**src/hdl/rau_pkg.sv**
```systemverilog
package rau_pkg;

    localparam int unsigned CMD_W = 3;
    localparam int unsigned MAG_W = 32;
    localparam int unsigned WIDE_W = 64;

    localparam logic [CMD_W-1:0] CMD_NORM = 3'd0;
    localparam logic [CMD_W-1:0] CMD_ADD  = 3'd1;
    localparam logic [CMD_W-1:0] CMD_SUB  = 3'd2;
    localparam logic [CMD_W-1:0] CMD_MUL  = 3'd3;
    localparam logic [CMD_W-1:0] CMD_DIV  = 3'd4;

    localparam logic [1:0] ST_OK   = 2'd0;
    localparam logic [1:0] ST_ZERO = 2'd1;
    localparam logic [1:0] ST_OVF  = 2'd2;

    typedef enum logic [3:0] {
        OP_NONE,
        OP_LOAD,
        OP_MUL1,
        OP_MUL2,
        OP_COMBINE,
        OP_GCD_INIT,
        OP_GCD_STEP,
        OP_GCD_FIN,
        OP_DIV_STEP,
        OP_DIVB_INIT,
        OP_FINISH
    } t_op;

    typedef struct packed {
        logic gcd_done;
        logic div_done;
        logic bad;
    } t_status;

endpackage

```
**src/hdl/rau_ctrl.sv**
```systemverilog
module rau_ctrl (
    input  logic             i_clk,
    input  logic             i_rst_n,
    input  logic             i_start,
    input  logic             i_free,
    input  rau_pkg::t_status i_stat,
    output rau_pkg::t_op     o_op,
    output logic             o_done
);

    localparam logic [3:0] S_IDLE  = 4'd0;
    localparam logic [3:0] S_CHECK = 4'd1;
    localparam logic [3:0] S_M2    = 4'd2;
    localparam logic [3:0] S_CMB   = 4'd3;
    localparam logic [3:0] S_GI    = 4'd4;
    localparam logic [3:0] S_GCD   = 4'd5;
    localparam logic [3:0] S_DIVA  = 4'd6;
    localparam logic [3:0] S_DIVB  = 4'd7;
    localparam logic [3:0] S_DONE  = 4'd8;

    logic [3:0] r_state, n_state;

    always_ff @(posedge i_clk) begin
        if (!i_rst_n) begin
            r_state <= S_IDLE;
        end else begin
            r_state <= n_state;
        end
    end

    always_comb begin
        n_state = r_state;
        o_op    = rau_pkg::OP_NONE;
        o_done  = 1'b0;
        unique case (r_state)
            S_IDLE: begin
                if (i_start) begin
                    o_op    = rau_pkg::OP_LOAD;
                    n_state = S_CHECK;
                end
            end
            S_CHECK: begin
                if (i_stat.bad) begin
                    n_state = S_DONE;
                end else begin
                    o_op    = rau_pkg::OP_MUL1;
                    n_state = S_M2;
                end
            end
            S_M2: begin
                o_op    = rau_pkg::OP_MUL2;
                n_state = S_CMB;
            end
            S_CMB: begin
                o_op    = rau_pkg::OP_COMBINE;
                n_state = S_GI;
            end
            S_GI: begin
                o_op    = rau_pkg::OP_GCD_INIT;
                n_state = S_GCD;
            end
            S_GCD: begin
                if (i_stat.gcd_done) begin
                    o_op    = rau_pkg::OP_GCD_FIN;
                    n_state = S_DIVA;
                end else begin
                    o_op = rau_pkg::OP_GCD_STEP;
                end
            end
            S_DIVA: begin
                if (i_stat.div_done) begin
                    o_op    = rau_pkg::OP_DIVB_INIT;
                    n_state = S_DIVB;
                end else begin
                    o_op = rau_pkg::OP_DIV_STEP;
                end
            end
            S_DIVB: begin
                if (i_stat.div_done) begin
                    o_op    = rau_pkg::OP_FINISH;
                    n_state = S_DONE;
                end else begin
                    o_op = rau_pkg::OP_DIV_STEP;
                end
            end
            S_DONE: begin
                if (i_free) begin
                    o_done  = 1'b1;
                    n_state = S_IDLE;
                end
            end
            default: n_state = S_IDLE;
        endcase
    end

endmodule

```
**config.mk**
```make
export PLATFORM = sky130hd
export DESIGN_NAME = rau_ctrl
export DESIGN_NICKNAME = d
export VERILOG_FILES = /design/src/hdl/rau_pkg.sv /design/src/hdl/rau_ctrl.sv
export SDC_FILE = /design/constraint.sdc
export NUM_CORES = 1
export LEC_CHECK = 0
export BUFFER_PORTS_ARGS = -buffer_cell sky130_fd_sc_hd__buf_2
export CORE_AREA = 2 2 39 41
export CTS_CLUSTER_SIZE = 14
export DETAILED_ROUTE_END_ITERATION = 12
export DIE_AREA = 0 0 41 43
export PLACE_DENSITY = 0.44
export SETUP_SLACK_MARGIN = 0.1
export SYNTH_ARGS = -nofsm -noshare
export SYNTH_HDL_FRONTEND = slang
export SYNTH_SLANG_ARGS = --single-unit
```
**constraint.sdc**
```tcl
create_clock -name i_clk -period 3.8 [get_ports i_clk]
set_clock_uncertainty 0.1 [all_clocks]
set_input_delay 0.19 -clock i_clk [delete_from_list [all_inputs] [get_ports i_clk]]
set_output_delay 0.19 -clock i_clk [all_outputs]
set_load 0.1 [all_outputs]
```
# Word level (Yosys, flattened, before mapping)
# Index checks and enable logic that the tools add are counted.
# classes
add_sub_neg	0
n_mul	0
n_div	0
n_lt_le_gt_ge	0
n_eq_ne	13
n_shift	0
n_mux	15
bitwise	0
reduce_logical	2
# ops
operator	count
one-hot mux 4 bit (9 select lines)	1
one-hot mux 4 bit (8 select lines)	1
2-to-1 mux 4 bit	6
== test 4 x 3 -> 1 bit (second input constant)	4
!= test 2 bit (second input constant)	5
== test 4 x 2 -> 1 bit (second input constant)	2
2-to-1 mux 1 bit	5
AND reduction 5 bit	1
== test 4 x 1 -> 1 bit (second input constant)	1
== test 4 bit (second input constant)	1
logical NOT 4 bit	1
2-to-1 mux 2 bit	2
# word_totals
ff_bits	4
latch_bits	0
ramBits	0
romBits	0
in_bits	7
output_inout_bits	5
wordCells	31
memories	0

# Longest topological paths before layout
# logic_depth
ltp_word	3
mapped_depth	4
depth_no_buf	3

# Worst setup path before layout
# No wires, ideal clock.
# synth_path
path_type	reg-to-output
startpoint	reg r_state[1]
endpoint	out o_done
arrival_time_ns	3.407
t_required_ns	3.510
slack_ns	0.103
path_stages_with_launch	3
n_path_buf	1
cell_sequence	dfxtp_1 -> buf_2 -> nor4_1
# synth_between
elab_chain_len	2
# synth_lines
item	line	rtl
start, declared	rau_ctrl.sv:21	logic [3:0] r_state, n_state;
start signal, assigned	rau_ctrl.sv:27	r_state <= n_state;
== test 4 bit	rau_ctrl.sv:35	unique case (r_state)
2-to-1 mux 1 bit	rau_ctrl.sv:35	
end, declared	rau_ctrl.sv:8	output logic o_done
# Every way passes these cells.

# Worst setup path after layout
# layout_path
startpoint	reg r_state[2]
endpoint	out o_op[1]
# layout_between
elab_chain_len	2
# layout_lines
item	line	rtl
== test 4 x 3 -> 1 bit, or another cell as far along	rau_ctrl.sv:35	
one-hot mux 4 bit (8 select lines) *	rau_ctrl.sv:35	
end, declared	rau_ctrl.sv:7	output rau_pkg::t_op o_op,
# Every way passes the cells marked *; elsewhere a longest branch is shown, timed or not.

==> results.cfg <==
[critical_path]
cp_slowest_stage_delay_ns = 0.51
worst_path_max_delay_cell = dfxtp_1
path_cells = inv_1, a21o_1, a311oi_1, buf_2
reg2reg_from = r_state[1]$_SDFFE_PN0P_
startpoint_type = register
critPathRequiredTime_ns = 3.51
crit_fanout = 12
cp_data_arrival_time_ns = 1.77
end_kind = output port
startpoint = r_state[2]$_SDFFE_PN0P_
reg2regPathDepth = 3
crit_type = reg2out

[clocking]
cts_buffers = 3
clkTransAtPathRegs_ns = 0.04
clock_latency_ns = 0.23
cts.path.max_buffers = 2
ctsResizeCount = 0
hold_buffers = 0
cts_setup_buffers = 0
cts_tree = built
clock-sinks = 4
htree_num_levels = 1
clockRootBuffer = clkbuf_4

[die]
die_w_um = 41
die_area_mm2 = 0.00176
rows = 14
fp.coreArea_mm2 = 0.00138
pin_count = 12
die_h_um = 43
start_util_pct = 22.6

[power_and_ir_drop]
p_switching_uw = 59.7
p_per_area_mw_per_mm2 = 392
leakagePower_nw = 0.166
p_comb_share_pct = 33.1
sw_frac_of_total_pct = 39.0
p_seq_share_pct = 33.5
p_int_uw = 93.6
clkPwrFrac_pct = 33.4
ir_drop_mv = 0.100

[logic_synthesis]
syn_avg_cell_area_um2 = 7.11
yosysMostFrequentCell = nand2_1
syn_nets = 51
synth-seq-cells = 4
seq_area_frac_synth_pct = 25.6
synth_ff_type = dfxtp_1
synth_cells = 44
synth_commonest_cells = nand2_1 (6), a21oi_1 (4), dfxtp_1 (4)
yosysTopAreaCell = dfxtp_1
ys_types = 23
yosysTopAreaCellShare_pct = 25.6
synth_edf_count = 0
synthArstFlopShare_pct = 0
synth_area_leaders = dfxtp_1 (26%), a211o_1 (8.4%), nand2_1 (7.2%), a21oi_1 (6.4%), buf_2 (4.8%)
synth_area_um2 = 313
ys_warn_count = 0

[grt]
grt-ovfl-total = 0
grt_start_max_net_pins = 16
grt_pass1_wl_um = 1200
antenna_found_initial = 0
grt_pass1_vias = 296
grt_usage_pct = 9.74

[drt]
via_count = 328
dr.pass1.iters = 4
post_drt_wl_per_cell_um = 10.7
viasPerCell = 4.69
finalWirelength_um = 751
route.detailed.drc = 0
drtIter0Drc = 7
antenna_left = 0

[sta]
grt_setup_unrepaired = no
worst_slew_pin_slew_ns = 0.485
setup_violations = 0
slew_viol_final = 0
tns_ns = 0
fmax_mhz = 485
worst_slack_ns = 1.74
hold_violations = 0
fin_crit_sh_pct = 54.3
fin_crit_ns = 2.06
max-slew-margin-rel_pct = 67.9

[place]
routabilityCongestion = 0.726
io_buffers = 11
pre_cts_ws_ns = 1.99
dp_hpwl_um = 553
place_area_um2 = 369

[final_layout]
largestRegisters = r_state x4
stdcell_area_um2 = 392
top_register = r_state
area.growth.synth_to_final_pct = 25.2
diodes = 0
nets = 63
multi_input_area_um2 = 206
seqCellArea_um2 = 80.1
post-route-util_pct = 28.3
drive_above_1_share_pct = 29.6
largest_reg_flops = 4
fillerInstances = 171

[worst_hold_path]
min-delay-start = i_rst_n
holdPathStages = 2
hold_class = in2reg

[status]
status = finished clean

[flow_run]
max_cap_viol_count = 0
==> logic make-up after synthesis <==
family	after synthesis	share of synthesized area [%]
AO/OA/AOI/OAI	13	28.0
buffers and inverters	6	8.40
multiplexers	2	6.80
AND/OR/NAND/NOR	19	31.2
flip-flops	4	25.6
==> cell usage in the layout, fill, tap and decap left out, drive strengths merged, types with 2 or more instances in the layout <==
cell	Yosys	final
dfxtp	4	4
inv	2	2
a21oi	4	4
a211o	3	3
nand3	2	2
o21ai	2	2
nor4	2	2
nand2	6	6
clkbuf	1	3
buf	3	11
nor2	3	3
==> routing by layer <==
layer | track usage, % | up-vias | part of all wire (%)
met5 | 0 | - | 0
met4 | 4.00 | 0 | 0
met3 | 3.14 | 0 | 5.1
met2 | 12.5 | 9 | 44
met1 | 14.5 | 138 | 51
li1 | - | 181 | -
==> power groups by stage <==
stage          sequential [mW]  clock, mW  combinational [mW]
2_1_floorplan           0.0463          0              0.0472
3_3_place_gp            0.0524          0              0.0509
3_5_place_dp            0.0521          0              0.0508
4_1_cts                 0.0515     0.0534              0.0509
5_1_grt                 0.0522     0.0554              0.0538
6_report                0.0514     0.0512              0.0508
==> worst max-delay path, delay by kind of cell, from the launching register on <==
kind,cells,cell delay [ns]
DFF,1,0.51
AOI/OAI and AO/OA,2,0.42
buffers and inverters,2,0.62
==> worst paths after layout <==
kind | endpoint | slack (ns)
setup / recovery | o_op[1] | 1.74
hold / removal | r_state[3]$_SDFFE_PN0P_ | 0.11
setup reg to reg | r_state[3]$_SDFFE_PN0P_ | 2.37
hold reg to reg | r_state[3]$_SDFFE_PN0P_ | 0.48
==> metrics by stage <==
step	total power [mW]	std cells	hold WS [ns]
4_1_cts	0.156	70	0.108
2_1_floorplan	0.0935	44	0.243
6_report	0.153	70	0.115
3_3_place_gp	0.103	67	0.355
3_5_place_dp	0.103	67	0.352
5_1_grt	0.161	70	0.129
==> layout make-up <==
cell class	instances	area share (%)
Multi-Input combinational cell	34	52.7
Inverter	2	1.92
Clock buffer	3	5.75
Timing Repair Buffer	11	14.1
Sequential cell	4	20.4
Tap cell	16	5.11
(Power assumes the default switching activity.)
